## config.mk

```make
export PLATFORM = sky130hd
export DESIGN_NAME = decimal_text_to_fixed
export DESIGN_NICKNAME = d
export VERILOG_FILES = /design/src/dttf_pkg.sv /design/src/dttf_div.sv /design/src/decimal_text_to_fixed.sv
export SDC_FILE = /design/constraint.sdc
export NUM_CORES = 1
export LEC_CHECK = 0
export BUFFER_PORTS_ARGS = -buffer_cell sky130_fd_sc_hd__buf_4
export CAP_MARGIN = 10
export CORE_ASPECT_RATIO = 1.1
export CORE_MARGIN = 2
export CORE_UTILIZATION = 41
export DETAILED_ROUTE_END_ITERATION = 10
export SETUP_SLACK_MARGIN = 0.1
export SKIP_LAST_GASP = 1
export SYNTH_ARGS = -nofsm -noshare
export SYNTH_HDL_FRONTEND = slang
export SYNTH_HIERARCHICAL = 1
export SYNTH_SLANG_ARGS = --single-unit
```

## constraint.sdc

```tcl
create_clock -name clk -period 5.79 [get_ports clk]
set_input_delay 1.158 -clock clk [delete_from_list [all_inputs] [get_ports clk]]
set_output_delay 1.158 -clock clk [all_outputs]
set_load 0.005 [all_outputs]
```

## src/dttf_pkg.sv

```systemverilog
package dttf_pkg;

	localparam int FRAC_W = 30;   // Kept fraction digits as an integer, up to 10^9 - 1.
	localparam int CNT_W  = 4;    // Count of kept fraction digits.
	localparam int VAL_W  = 64;   // Width of the fixed-point result port.

	localparam logic [7:0] CHAR_ZERO  = 8'h30;
	localparam logic [7:0] CHAR_NINE  = 8'h39;
	localparam logic [7:0] CHAR_POINT = 8'h2E;

	localparam logic [3:0] DEC_BASE = 4'd10;

	typedef enum logic [1:0] {
		PH_INT  = 2'd0,
		PH_FRAC = 2'd1,
		PH_STOP = 2'd2
	} phase_t;

	// Power of ten that divides the kept fraction digits; counts above nine use 10^9.
	function automatic logic [FRAC_W-1:0] pow10(input logic [CNT_W-1:0] idx);
		logic [FRAC_W-1:0] p;
		case (idx)
			4'd0: p = 30'd1;
			4'd1: p = 30'd10;
			4'd2: p = 30'd100;
			4'd3: p = 30'd1000;
			4'd4: p = 30'd10000;
			4'd5: p = 30'd100000;
			4'd6: p = 30'd1000000;
			4'd7: p = 30'd10000000;
			4'd8: p = 30'd100000000;
			default: p = 30'd1000000000;
		endcase
		return p;
	endfunction

endpackage

```

## src/dttf_div.sv

```systemverilog
module dttf_div import dttf_pkg::*; #(
	parameter int QUO_BITS = 32
) (
	input  logic                clk,
	input  logic                arst_n,
	input  logic                start,
	input  logic [FRAC_W-1:0]   numer,
	input  logic [FRAC_W-1:0]   denom,
	output logic                done,
	output logic [QUO_BITS-1:0] quotient
);

	localparam int STEP_W = $clog2(QUO_BITS + 1);

	logic                busy_q;
	logic                done_q;
	logic [STEP_W-1:0]   step_q;
	logic [FRAC_W-1:0]   rem_q;
	logic [FRAC_W-1:0]   den_q;
	logic [QUO_BITS-1:0] quo_q;

	logic [FRAC_W:0]     shifted;
	logic [FRAC_W:0]     diff;
	logic                fits;

	// The remainder always stays below the divisor, so doubling it needs one extra bit.
	assign shifted = {rem_q, 1'b0};
	assign diff    = shifted - {1'b0, den_q};
	assign fits    = shifted >= {1'b0, den_q};

	always_ff @(posedge clk or negedge arst_n) begin
		if (!arst_n) begin
			busy_q <= 1'b0;
			done_q <= 1'b0;
			step_q <= '0;
		end else begin
			done_q <= 1'b0;
			if (start) begin
				busy_q <= 1'b1;
				step_q <= '0;
			end else if (busy_q) begin
				step_q <= step_q + 1'b1;
				if (step_q == STEP_W'(QUO_BITS - 1)) begin
					busy_q <= 1'b0;
					done_q <= 1'b1;
				end
			end
		end
	end

	always_ff @(posedge clk) begin
		if (start) begin
			rem_q <= numer;
			den_q <= denom;
		end else if (busy_q) begin
			rem_q <= fits ? diff[FRAC_W-1:0] : shifted[FRAC_W-1:0];
			quo_q <= {quo_q[QUO_BITS-2:0], fits};
		end
	end

	assign done     = done_q;
	assign quotient = quo_q;

endmodule

```

## src/decimal_text_to_fixed.sv

```systemverilog
// Parses an unsigned ASCII decimal number that arrives one character per item and
// returns it in unsigned fixed point, integer part from bit FRAC_BITS up and fraction
// below; bits above INT_BITS + FRAC_BITS read as zero. Integer digits saturate at
// 2^INT_BITS - 1 and raise int_overflow; fraction digits past MAX_FRAC_DIGITS are
// dropped. Parsing stops at the first character that does not fit the form, and one
// result comes out for each item marked last_char. An item marked last starts a
// restoring divider that produces one fraction bit per cycle, so char_ready stays low
// until the result is loaded into the output register, which waits while the previous
// result has not been taken yet. Characters of the next string are accepted while a
// finished result waits in the output register.
module decimal_text_to_fixed import dttf_pkg::*; #(
	parameter int INT_BITS        = 32,
	parameter int FRAC_BITS       = 32,
	parameter int MAX_FRAC_DIGITS = 9
) (
	input  logic             clk,
	input  logic             arst_n,
	input  logic             char_valid,
	output logic             char_ready,
	input  logic [7:0]       char_byte,
	input  logic             last_char,
	output logic             result_valid,
	input  logic             result_ready,
	output logic [VAL_W-1:0] value_fixed,
	output logic             int_overflow,
	output logic             had_point
);

	localparam int IW4 = INT_BITS + 4;

	phase_t              phase_q, phase_d;
	logic [INT_BITS-1:0] int_q, int_d;
	logic [FRAC_W-1:0]   frac_q, frac_d;
	logic [CNT_W-1:0]    cnt_q, cnt_d;
	logic                ovf_q, ovf_d;
	logic                pt_q, pt_d;

	logic                job_q;
	logic                pend_q;
	logic [INT_BITS-1:0] int_hold_q;
	logic                ovf_hold_q;
	logic                pt_hold_q;

	logic                res_valid_q;
	logic [VAL_W-1:0]    value_q;
	logic                res_ovf_q;
	logic                res_pt_q;

	logic                take;
	logic                is_digit;
	logic [3:0]          digit;
	logic [IW4-1:0]      int_times10;
	logic                div_start;
	logic                div_done;
	logic [FRAC_BITS-1:0] quo;
	logic                load_out;

	assign char_ready = !job_q;
	assign take       = char_valid && char_ready;
	assign is_digit   = char_byte inside {[CHAR_ZERO:CHAR_NINE]};
	assign digit      = char_byte[3:0];
	assign int_times10 = (IW4'(int_q) << 3) + (IW4'(int_q) << 1) + IW4'(digit);

	always_comb begin
		phase_d = phase_q;
		case (phase_q)
			PH_INT: begin
				if (!is_digit)
					phase_d = (char_byte == CHAR_POINT) ? PH_FRAC : PH_STOP;
			end
			PH_FRAC: begin
				if (!is_digit)
					phase_d = PH_STOP;
			end
			default: phase_d = PH_STOP;
		endcase
	end

	always_comb begin
		int_d  = int_q;
		frac_d = frac_q;
		cnt_d  = cnt_q;
		ovf_d  = ovf_q;
		pt_d   = pt_q;
		case (phase_q)
			PH_INT: begin
				if (is_digit) begin
					if (int_times10[IW4-1:INT_BITS] != '0) begin
						int_d = '1;
						ovf_d = 1'b1;
					end else begin
						int_d = int_times10[INT_BITS-1:0];
					end
				end else if (char_byte == CHAR_POINT) begin
					pt_d = 1'b1;
				end
			end
			PH_FRAC: begin
				if (is_digit && cnt_q < CNT_W'(MAX_FRAC_DIGITS)) begin
					frac_d = FRAC_W'(frac_q * DEC_BASE) + FRAC_W'(digit);
					cnt_d  = cnt_q + 1'b1;
				end
			end
			default: ;
		endcase
	end

	assign div_start = take && last_char;
	assign load_out  = pend_q && (!res_valid_q || result_ready);

	dttf_div #(
		.QUO_BITS (FRAC_BITS)
	) u_div (
		.clk      (clk),
		.arst_n   (arst_n),
		.start    (div_start),
		.numer    (frac_d),
		.denom    (pow10(cnt_d)),
		.done     (div_done),
		.quotient (quo)
	);

	always_ff @(posedge clk or negedge arst_n) begin
		if (!arst_n) begin
			phase_q     <= PH_INT;
			int_q       <= '0;
			frac_q      <= '0;
			cnt_q       <= '0;
			ovf_q       <= 1'b0;
			pt_q        <= 1'b0;
			job_q       <= 1'b0;
			pend_q      <= 1'b0;
			res_valid_q <= 1'b0;
		end else begin
			if (take) begin
				if (last_char) begin
					phase_q <= PH_INT;
					int_q   <= '0;
					frac_q  <= '0;
					cnt_q   <= '0;
					ovf_q   <= 1'b0;
					pt_q    <= 1'b0;
					job_q   <= 1'b1;
				end else begin
					phase_q <= phase_d;
					int_q   <= int_d;
					frac_q  <= frac_d;
					cnt_q   <= cnt_d;
					ovf_q   <= ovf_d;
					pt_q    <= pt_d;
				end
			end
			if (div_done)
				pend_q <= 1'b1;
			if (load_out) begin
				pend_q      <= 1'b0;
				job_q       <= 1'b0;
				res_valid_q <= 1'b1;
			end else if (result_ready) begin
				res_valid_q <= 1'b0;
			end
		end
	end

	always_ff @(posedge clk) begin
		if (div_start) begin
			int_hold_q <= int_d;
			ovf_hold_q <= ovf_d;
			pt_hold_q  <= pt_d;
		end
		if (load_out) begin
			value_q   <= VAL_W'({int_hold_q, quo});
			res_ovf_q <= ovf_hold_q;
			res_pt_q  <= pt_hold_q;
		end
	end

	assign result_valid = res_valid_q;
	assign value_fixed  = value_q;
	assign int_overflow = res_ovf_q;
	assign had_point    = res_pt_q;

endmodule
```

==> impl_metrics.csv, run 1 <==
group,metric,value,unit
status,run_status,"complete, no violations",
placed_design,io_buffers,80,
final_layout,synthToLayoutAreaGrowth,12.2,%
flow_run,drv_cap,0,
power_and_ir_drop,p_leak,8.44,nW
sta,fin_crit_sh,80.0,%
setup_path,crit_arrival,4.94,ns
sta,rsz0062_at_grt,"no",
synthesis,netlist_area,17400,um^2
setup_path,cp-end-kind,"flip-flop",
placed_design,dp_hpwl,32200,um
power_and_ir_drop,p_seq_share,41.7,%
detailed_routing,drcViolationCount,0,
synthesis,ys_warn_count,6,
detailed_routing,via_per_inst,5.58,
setup_path,r2r_slack,1.16,ns
sta,tightest_slew,1.16,ns
min_path,min_path_type,"flip-flop to flip-flop",
global_route,grt_antenna_before_repair,0,
final_layout,multi_input_area,8970,um^2
setup_path,cp_max_fo,5,
cts,clock_path_buffers,3,
synthesis,syn-instance-count,1674,
synthesis,syn_nets,1848,
power_and_ir_drop,pwr-share-comb,32.4,%
cts,numCtsBuffers,30,
floorplan,row_count,79,
power_and_ir_drop,finalPower,7.16,mW
sta,final_hold_viol_count,0,
floorplan,initial_utilization,41.3,%
synthesis,ys_seq_elements,273,
detailed_routing,wl_per_cell,18.8,um
synthesis,synth_edf_count,192,
detailed_routing,firstDrtPassIters,5,
synthesis,avgSynthCellArea,10.4,um^2
cts,cts-root-buf,"clkbuf_16",
global_route,grt_max_degree,95,
synthesis,ys_types,99,
power_and_ir_drop,peakVddDrop,0.295,mV
setup_path,required,6.10,ns
setup_path,r2r_end,"u_div/rem_q[25]",
sta,worst_clock_skew,0.0200,ns
sta,max_freq,216,MHz
final_layout,fin_util,46.3,%
synthesis,synthFlopType,"edfxtp_1",
sta,fin_crit,4.63,ns
final_layout,drive_gt1_share,12.1,%
global_route,grt_pass1_wl,70500,um
sta,slew_viol_final,0,
cts,hold_buffers,0,
setup_path,r2r_cells,15,
floorplan,design.core.area,42000,um^2
power_and_ir_drop,p_sw,2.40,mW
setup_path,startpoint,"frac_q[1]",
cts,cts_resized,0,
cts,insertion_delay,0.57,ns
synthesis,yosysSeqAreaShare,44.9,%
global_route,grt_pass1_vias,13189,
final_layout,seqCellArea,7790,um^2
power_and_ir_drop,power_density,368,nW/um^2
sta,finalSetupViolations,0,
synthesis,synthArstFlopShare,29.7,%
setup_path,r2r-start,"frac_q[1]",
sta,final.setup.tns,0,ns
setup_path,critPathLaunchType,"flip-flop",
placed_design,place.gp.congestion,0.925,
cts,htree_levels,1,
detailed_routing,drt-total-wl,43700,um
setup_path,critPathKind,"flip-flop to flip-flop",
sta,relSlewSlack,22.3,%
final_layout,fill_cells,3891,
cts,cts_tree,"done",
detailed_routing,vias,12980,
cts,post_cts_buffers,0,
power_and_ir_drop,clkPwrFrac,25.9,%
power_and_ir_drop,swShare,33.5,%
global_route,overflow,0,
setup_path,endpoint,"u_div/rem_q[25]",
power_and_ir_drop,p_int,4.76,mW
floorplan,die_area,44000,um^2
cts,clk_pin_slew,0.06,ns
detailed_routing,drtAntennaViolNets,0,
final_layout,layout.nets,1908,
floorplan,io-pin-count,81,
floorplan,die_w,200,um
floorplan,die_h,220,um
detailed_routing,first_iter_violations,828,
final_layout,n_antenna_cell,0,
global_route,grt_usage,19.9,%
cts,cts_sinks,273,
==> critical path, stage by stage (launching register included) <==
cell       delay [ns]
dfrtp_1          0.46
ha_1             0.32
ha_1             0.22
inv_1            0.08
fa_1             0.41
and2b_1          0.27
o2111ai_1        0.23
a311oi_2         0.51
nor3_1           0.13
nor3_2           0.26
nand4b_1         0.18
nor3b_2          0.38
nand3_1          0.14
xnor2_1          0.16
mux2_2           0.28
a221o_1          0.34
==> per-layer routing <==
layer  track usage [%]  vias up  wire length [um]
met5                 0        -                 0
met4              6.39        0              1250
met3              2.38       71              1610
met2              36.2      264             21900
met1              24.7     6279             19000
li1                  -     6366                 -
==> through the flow <==
step	instances	setup slack, ns	hold WS, ns	area, um^2
floorplan	1674	1.30	0.400	17400
global route	2325	0.849	0.431	19500
detailed placement	2269	0.737	0.405	18500
CTS	2325	1.18	0.420	19500
finish	2325	1.16	0.420	19500
global placement	2269	0.820	0.403	18500
==> cell type report <==
cell class                 count  area share (%)
clock inverter                13           0.501
clock buffer                  43            4.43
tap                          567            3.64
inverter                      75            1.45
multi-input combinational   1256            46.1
sequential                   273            40.0
timing repair buffer          98            3.84
==> cells in the final DEF (no fill, tap or decap), types with 12 or more instances in the layout <==
cell type / netlist / layout
edfxtp_1: 192 / 192
ha_1: 156 / 156
nor2_1: 151 / 149
nand2_1: 139 / 139
a21oi_1: 123 / 123
buf_4: 4 / 97
dfrtp_1: 81 / 81
o21ai_0: 78 / 77
inv_1: 73 / 71
xnor2_1: 55 / 55
a31oi_1: 41 / 41
xor2_1: 39 / 39
a21o_1: 39 / 39
nand3_1: 33 / 33
o211ai_1: 32 / 32
clkbuf_16: 0 / 32
a22o_1: 29 / 29
nor3_1: 24 / 24
mux2i_1: 23 / 23
nand4_1: 20 / 20
mux2_2: 16 / 16
a211oi_1: 15 / 15
and3_1: 13 / 13
nor2b_1: 14 / 13
o21a_1: 13 / 13
nand2b_1: 13 / 13
o21bai_1: 12 / 12
==> cells by family after synthesis <==
logic type | count (synthesis) | synth area share [%]
AOI/OAI and AO/OA | 481 | 18.7
xor gates and xnor gates | 96 | 4.93
adders and majority gates | 161 | 11.8
buffers and inverters | 145 | 3.57
DFF | 273 | 44.9
muxes | 41 | 2.54
and+or+nand+nor | 477 | 13.5
==> registers in the layout (all words and copies together), names as in the netlist <==
signal,flops
pt_q,1
value_fixed,64
u_div/rem_q,30
u_div/quotient,32
u_div/step_q,6
u_div/den_q,30
u_div/done,1
frac_q,30
pt_hold_q,1
int_q,32
ovf_hold_q,1
cnt_q,4
int_hold_q,32
had_point,1
pend_q,1
ovf_q,1
result_valid,1
phase_q,2
job_q,1
u_div/busy_q,1
int_overflow,1
==> worst min path at each step <==
| stage | to | startpoint | slack [ns] | cells past startpoint |
|---|---|---|---|---|
| floorplan | had_point | pt_hold_q | 0.40 | 0 |
| global placement | had_point | pt_hold_q | 0.40 | 0 |
| detailed placement | had_point | pt_hold_q | 0.41 | 0 |
| CTS | value_fixed[59] | int_hold_q[27] | 0.42 | 0 |
| global route | value_fixed[44] | int_hold_q[12] | 0.43 | 0 |
| finish | value_fixed[37] | int_hold_q[5] | 0.42 | 0 |
==> power by group through the flow <==
| stage | clock, mW | combinational, mW | sequential, mW |
|---|---|---|---|
| 2_1_floorplan | 0 | 1.70 | 2.93 |
| 3_3_place_gp | 0 | 2.28 | 3.02 |
| 3_5_place_dp | 0 | 2.31 | 3.02 |
| 4_1_cts | 1.90 | 2.32 | 2.99 |
| 5_1_grt | 1.98 | 2.57 | 3.03 |
| 6_report | 1.86 | 2.32 | 2.98 |
==> synth_stat cells, types with 14 or more instances <==
cell | n | area [um^2]
nor2b_1 | 14 | 87.6
xor2_1 | 39 | 342
nand4_1 | 20 | 125
o21ai_0 | 78 | 390
nand3_1 | 33 | 165
edfxtp_1 | 192 | 5770
buf_2 | 16 | 80.1
nor2_1 | 151 | 567
nor3_1 | 24 | 120
clkbuf_1 | 40 | 150
a21oi_1 | 123 | 616
xnor2_1 | 55 | 482
nand2_1 | 139 | 522
dfrtp_1 | 81 | 2030
a31oi_1 | 41 | 257
a21o_1 | 39 | 293
ha_1 | 156 | 1950
mux2_2 | 16 | 180
a22o_1 | 29 | 254
mux2i_1 | 23 | 230
inv_1 | 73 | 274
a211oi_1 | 15 | 113
o211ai_1 | 32 | 240
(Power assumes the default switching activity.)
==> inputs of run 2 (changes only) <==
==> constraint.sdc (replaced) <==
create_clock -name clk -period 4.7 [get_ports clk]
set_input_delay 0.94 -clock clk [delete_from_list [all_inputs] [get_ports clk]]
set_output_delay 0.94 -clock clk [all_outputs]
set_load 0.005 [all_outputs]
==> impl_metrics.csv, run 2 (same netlist as run 1, synthesis figures left out) <==
group,metric,value,unit
final_layout,design_area,19600,um^2
setup_path,worst_path_dominant_cell_family,"simple AND/OR/NAND/NOR gates",
placed_design,place.gp.congestion,0.855,
sta,fin_crit,4.35,ns
placed_design,dp_hpwl,32900,um
floorplan,die_w,200,um
cts,clock_path_buffers,3,
setup_path,r2r_end,"u_div/rem_q[25]",
min_path,min_path_type,"input pin to asynchronous set/reset pin",
floorplan,die_area,44000,um^2
detailed_routing,first_iter_violations,750,
power_and_ir_drop,p_int,6.05,mW
final_layout,layout.nets,1917,
setup_path,required,5.02,ns
floorplan,initial_utilization,41.3,%
detailed_routing,vias,13157,
power_and_ir_drop,peakVddDrop,0.296,mV
sta,finalSetupViolations,0,
global_route,overflow,0,
setup_path,critPathKind,"flip-flop to flip-flop",
flow_run,drv_cap,0,
placed_design,dp_cells,2277,
detailed_routing,firstDrtPassIters,6,
setup_path,crit_chain,"ha_1 > ha_1 > inv_1 > fa_1 > and2b_1 > o2111ai_2 > a311oi_2 > or3_1 > and3_1 > nand3_1 > nor3b_4 > nand3_1 > xnor2_1 > mux2_2 > a221o_1",
power_and_ir_drop,p_sw,2.99,mW
setup_path,crit_arrival,4.67,ns
detailed_routing,wl_per_cell,19.1,um
cts,cts_sinks,273,
final_layout,synthToLayoutAreaGrowth,13.2,%
final_layout,layout_common_cells,"edfxtp_1 (192), ha_1 (156), nor2_1 (149)",
setup_path,slowest_delay,0.44,ns
floorplan,design.core.area,42000,um^2
floorplan,row_count,79,
cts,hold_buffers,0,
sta,max_freq,230,MHz
setup_path,r2r-start,"frac_q[1]",
setup_path,r2r_slack,0.35,ns
sta,rsz0062_at_grt,"no",
cts,htree_levels,1,
sta,final_hold_viol_count,0,
global_route,grt_usage,20.3,%
cts,numCtsBuffers,29,
global_route,grt_pass1_vias,13336,
setup_path,cp-end-kind,"flip-flop",
final_layout,n_antenna_cell,0,
floorplan,io-pin-count,81,
sta,final.setup.tns,0,ns
global_route,grt_antenna_before_repair,0,
setup_path,cp_slowest_cell,"dfrtp_1",
sta,tightest_slew,0.956,ns
sta,worst_clock_skew,0.0114,ns
power_and_ir_drop,p_leak,8.54,nW
cts,insertion_delay,0.57,ns
sta,relSlewSlack,36.1,%
status,run_status,"complete, no violations",
sta,fin_crit_sh,92.5,%
setup_path,r2r_cells,15,
setup_path,cp_max_fo,5,
global_route,grt_pass1_wl,72200,um
detailed_routing,drt-total-wl,44600,um
detailed_routing,drcViolationCount,0,
power_and_ir_drop,clkPwrFrac,27.5,%
final_layout,drive_gt1_share,12.8,%
placed_design,io_buffers,80,
cts,cts_tree,"done",
detailed_routing,via_per_inst,5.64,
detailed_routing,drtAntennaViolNets,0,
final_layout,final_common_cell,"edfxtp_1",
cts,clk_pin_slew,0.06,ns
placed_design,placed_cell_area,18600,um^2
power_and_ir_drop,swShare,33.1,%
setup_path,worst-path-buf-inv,1,
power_and_ir_drop,p_seq_share,40.6,%
setup_path,critPathLaunchType,"flip-flop",
final_layout,largest_reg_flops,64,
final_layout,fin_cells,2333,
global_route,grt_max_degree,59,
floorplan,die_h,220,um
power_and_ir_drop,power_density,460,nW/um^2
sta,slew_viol_final,0,
power_and_ir_drop,finalPower,9.04,mW
cts,cts-root-buf,"clkbuf_16",
power_and_ir_drop,pwr-share-comb,31.8,%
## run 2: cell types whose count changed in the layout (fill, tap and decap cells not counted), sizes merged
cell	before	now
bufinv	1	7
clkinvlp	0	2
clkinv	12	14
clkbuf	43	32
buf	98	108
inv	75	74
## run 2: stage by stage
stage	hold WS, ns	worst slack, ns	utilization [%]
after CTS	0.389	0.203	46.7
after global routing	0.418	0.0949	46.7
after floorplan	0.400	0.427	-
after detailed placement	0.405	0.217	44.2
final	0.382	0.351	46.7
after global placement	0.404	0.286	44.2
## run 2: power by group through the flow
stage	clock (mW)	combinational (mW)	sequential, mW
2_1_floorplan	0	2.09	3.61
3_3_place_gp	0	2.83	3.71
3_5_place_dp	0	2.87	3.72
4_1_cts	2.55	2.88	3.68
5_1_grt	2.65	3.19	3.73
6_report	2.49	2.88	3.67
## run 2: layer usage
metal	GRT usage, %	routed length (um)	part of all wire, %	vias up
met2	37.2	22900	51	218
li1	-	-	-	6393
met1	25.1	19200	43	6479
met4	5.75	1050	2.4	0
met5	0	0	0	-
met3	2.51	1460	3.3	67
## run 2: worst register-to-register path, cell delays in order, from the launching register on
cell and delay (ns):
dfrtp_1 0.44, ha_1 0.31, ha_1 0.22, inv_1 0.07, fa_1 0.40, and2b_1 0.28
o2111ai_2 0.18, a311oi_2 0.40, or3_1 0.17, and3_1 0.22, nand3_1 0.17, nor3b_4 0.34
nand3_1 0.13, xnor2_1 0.16, mux2_2 0.28, a221o_1 0.34
## run 2: worst max-delay path by stage
stage	from	end	cells after the start
2_1_floorplan	char_valid	u_div/quotient[0]	5
3_3_place_gp	char_byte[3]	int_hold_q[30]	15
3_5_place_dp	frac_q[1]	u_div/rem_q[25]	15
4_1_cts	frac_q[1]	u_div/rem_q[25]	15
5_1_grt	frac_q[1]	u_div/rem_q[25]	15
6_report	frac_q[1]	u_div/rem_q[25]	15
## run 2: what timing repair did
item,4_1_cts,5_1_grt
endpoints found under the setup margin,0,3
hold endpoints to repair,0,0
buffers inserted,0,2
resized for setup,0,3
## run 2: cell type report
cell class	instances	area, um^2
multi-input cells	1256	8990
flip-flops and latches	273	7790
fillers	3898	22400
clock buffers	32	737
well taps	567	709
clock inverters	22	297
repair buffers	108	823
inverters	75	283
==> inputs of run 3 (changes only) <==
--- a/config.mk
+++ b/config.mk
@@ -8,7 +8,7 @@
 export BUFFER_PORTS_ARGS = -buffer_cell sky130_fd_sc_hd__buf_4
 export CAP_MARGIN = 10
 export CORE_ASPECT_RATIO = 1.1
-export CORE_MARGIN = 2
+export CORE_MARGIN = 4
 export CORE_UTILIZATION = 41
 export DETAILED_ROUTE_END_ITERATION = 10
 export SETUP_SLACK_MARGIN = 0.1
==> constraint.sdc (replaced) <==
create_clock -name clk -period 4.7 [get_ports clk]
set_input_delay 0 -clock clk [delete_from_list [all_inputs] [get_ports clk]]
set_output_delay 0 -clock clk [all_outputs]
set_load 0.005 [all_outputs]
==> impl_metrics.csv, run 3 (same netlist as run 1, synthesis figures left out) <==
group,metric,value,unit
cts,cts_sinks,273,
final_layout,drive_gt1_share,12.4,%
final_layout,multi_input_area,8970,um^2
global_route,grt_antenna_before_repair,0,
power_and_ir_drop,swShare,32.9,%
detailed_routing,drtAntennaViolNets,0,
power_and_ir_drop,p_sw,2.99,mW
final_layout,synthToLayoutAreaGrowth,13.7,%
min_path,min_path_cells,5,
setup_path,required,5.02,ns
sta,relSlewSlack,20.8,%
global_route,grt_max_degree,69,
power_and_ir_drop,clkPwrFrac,28.4,%
setup_path,r2r_cells,15,
cts,cts_tree,"done",
power_and_ir_drop,p_int,6.10,mW
final_layout,n_antenna_cell,0,
sta,fin_crit_sh,91.7,%
setup_path,critPathKind,"flip-flop to flip-flop",
global_route,grt_pass1_wl,69200,um
setup_path,cp-end-kind,"flip-flop",
cts,clk_pin_slew,0.06,ns
final_layout,layout_common_cells,"edfxtp_1 (192), ha_1 (156), nor2_1 (149)",
sta,max_freq,232,MHz
global_route,met2_usage,32.6,%
status,run_status,"complete, no violations",
detailed_routing,first_iter_violations,790,
detailed_routing,via_per_inst,5.62,
setup_path,crit_arrival,4.63,ns
power_and_ir_drop,finalPower,9.10,mW
global_route,grt_pass1_vias,13079,
sta,fin_crit,4.31,ns
power_and_ir_drop,p_seq_share,40.4,%
sta,tightest_slew,1.18,ns
final_layout,fin_util,47.4,%
floorplan,row_count,78,
final_layout,final_common_cell,"edfxtp_1",
detailed_routing,drcViolationCount,0,
floorplan,initial_utilization,41.7,%
power_and_ir_drop,pwr-share-comb,31.2,%
placed_design,dp_hpwl,31500,um
setup_path,r2r-start,"frac_q[1]",
global_route,busiest_layer,"met2",
global_route,overflow,0,
floorplan,io-pin-count,81,
floorplan,design.core.area,41600,um^2
cts,htree_levels,1,
placed_design,place.gp.congestion,0.889,
final_layout,design_area,19700,um^2
placed_design,placed_cell_area,18500,um^2
detailed_routing,wl_per_cell,18.6,um
power_and_ir_drop,p_leak,8.53,nW
flow_run,drv_cap,0,
cts,insertion_delay,0.58,ns
final_layout,fill_cells,3877,
setup_path,cp_max_fo,5,
global_route,grt_usage,18.5,%
sta,finalSetupViolations,0,
sta,slew_viol_final,0,
final_layout,largest_reg_flops,64,
floorplan,die_w,204,um
power_and_ir_drop,power_density,461,nW/um^2
floorplan,die_h,224,um
setup_path,r2r_slack,0.39,ns
floorplan,die_area,45700,um^2
power_and_ir_drop,peakVddDrop,0.258,mV
sta,worst_clock_skew,0.0156,ns
min_path,hold_end,"int_q[2]",
detailed_routing,firstDrtPassIters,5,
placed_design,io_buffers,80,
cts,clock_path_buffers,3,
global_route,met1_usage,23.2,%
cts,numCtsBuffers,30,
setup_path,r2r_end,"u_div/rem_q[25]",
setup_path,critPathLaunchType,"flip-flop",
detailed_routing,drt-total-wl,43300,um
min_path,min_path_type,"input pin to flip-flop",
sta,final_hold_viol_count,0,
sta,rsz0062_at_grt,"no",
cts,cts-root-buf,"clkbuf_16",
min_path,min-delay-start,"char_byte[2]",
final_layout,layout.nets,1921,
global_route,grtUsageMet3,2.69,%
detailed_routing,vias,13103,
sta,timing.hold.ws,0.0678,ns
sta,final.setup.tns,0,ns
final_layout,seqCellArea,7790,um^2
==> run 3: what timing repair did <==
action,4_1_cts,5_1_grt
resized for setup,0,0
setup endpoints to repair,0,1
setup buffers,0,0
hold buffers,13,0
endpoints found under the hold margin,51,0
==> run 3: power groups by stage <==
stage | sequential [mW] | clock (mW) | combinational, mW
6_report | 3.68 | 2.58 | 2.84
5_1_grt | 3.73 | 2.76 | 3.14
4_1_cts | 3.68 | 2.66 | 2.86
3_5_place_dp | 3.72 | 0 | 2.84
3_3_place_gp | 3.72 | 0 | 2.80
2_1_floorplan | 3.61 | 0 | 2.09
==> run 3: area by class of cell <==
| type | count | share of cell area (%) |
|---|---|---|
| Tap cell | 560 | 3.55 |
| Inverter | 75 | 1.43 |
| Multi-Input combinational cell | 1256 | 45.5 |
| Sequential cell | 273 | 39.5 |
| Timing Repair Buffer | 111 | 4.50 |
| Clock buffer | 30 | 3.81 |
| Clock inverter | 26 | 1.74 |
==> run 3: per-layer routing <==
layer,routed length (um),up-vias
li1,-,6390
met1,18300,6348
met2,21600,282
met3,1860,83
met4,1490,0
met5,0,-
==> run 3: how the worst max path moves through the flow <==
stage          cells after the start  startpoint               to  slack [ns]
3_5_place_dp                      15   frac_q[1]  u_div/rem_q[25]        0.36
3_3_place_gp                      15   frac_q[1]  u_div/rem_q[25]        0.45
6_report                          15   frac_q[1]  u_div/rem_q[25]        0.39
4_1_cts                           15   frac_q[1]  u_div/rem_q[25]        0.32
2_1_floorplan                     15   frac_q[1]  u_div/rem_q[25]        0.72
5_1_grt                           15   frac_q[1]  u_div/rem_q[25]        0.10
==> run 3: through the flow <==
step | worst slack, ns | std cells
global route | 0.102 | 2331
floorplan | 0.722 | 1674
finish | 0.390 | 2331
CTS | 0.323 | 2331
detailed placement | 0.360 | 2262
global placement | 0.453 | 2262
==> run 3: critical path, cell delays in order (launching register included) <==
cell and delay [ns]:
dfrtp_1 0.45, ha_1 0.32, ha_1 0.20, inv_1 0.07, fa_1 0.40, and2b_1 0.28
o2111ai_1 0.23, a311oi_2 0.39, nor3_1 0.11, nor3_2 0.23, nand4b_1 0.20, nor3b_2 0.29
nand3_1 0.12, xnor2_1 0.16, mux2_2 0.28, a221o_1 0.33
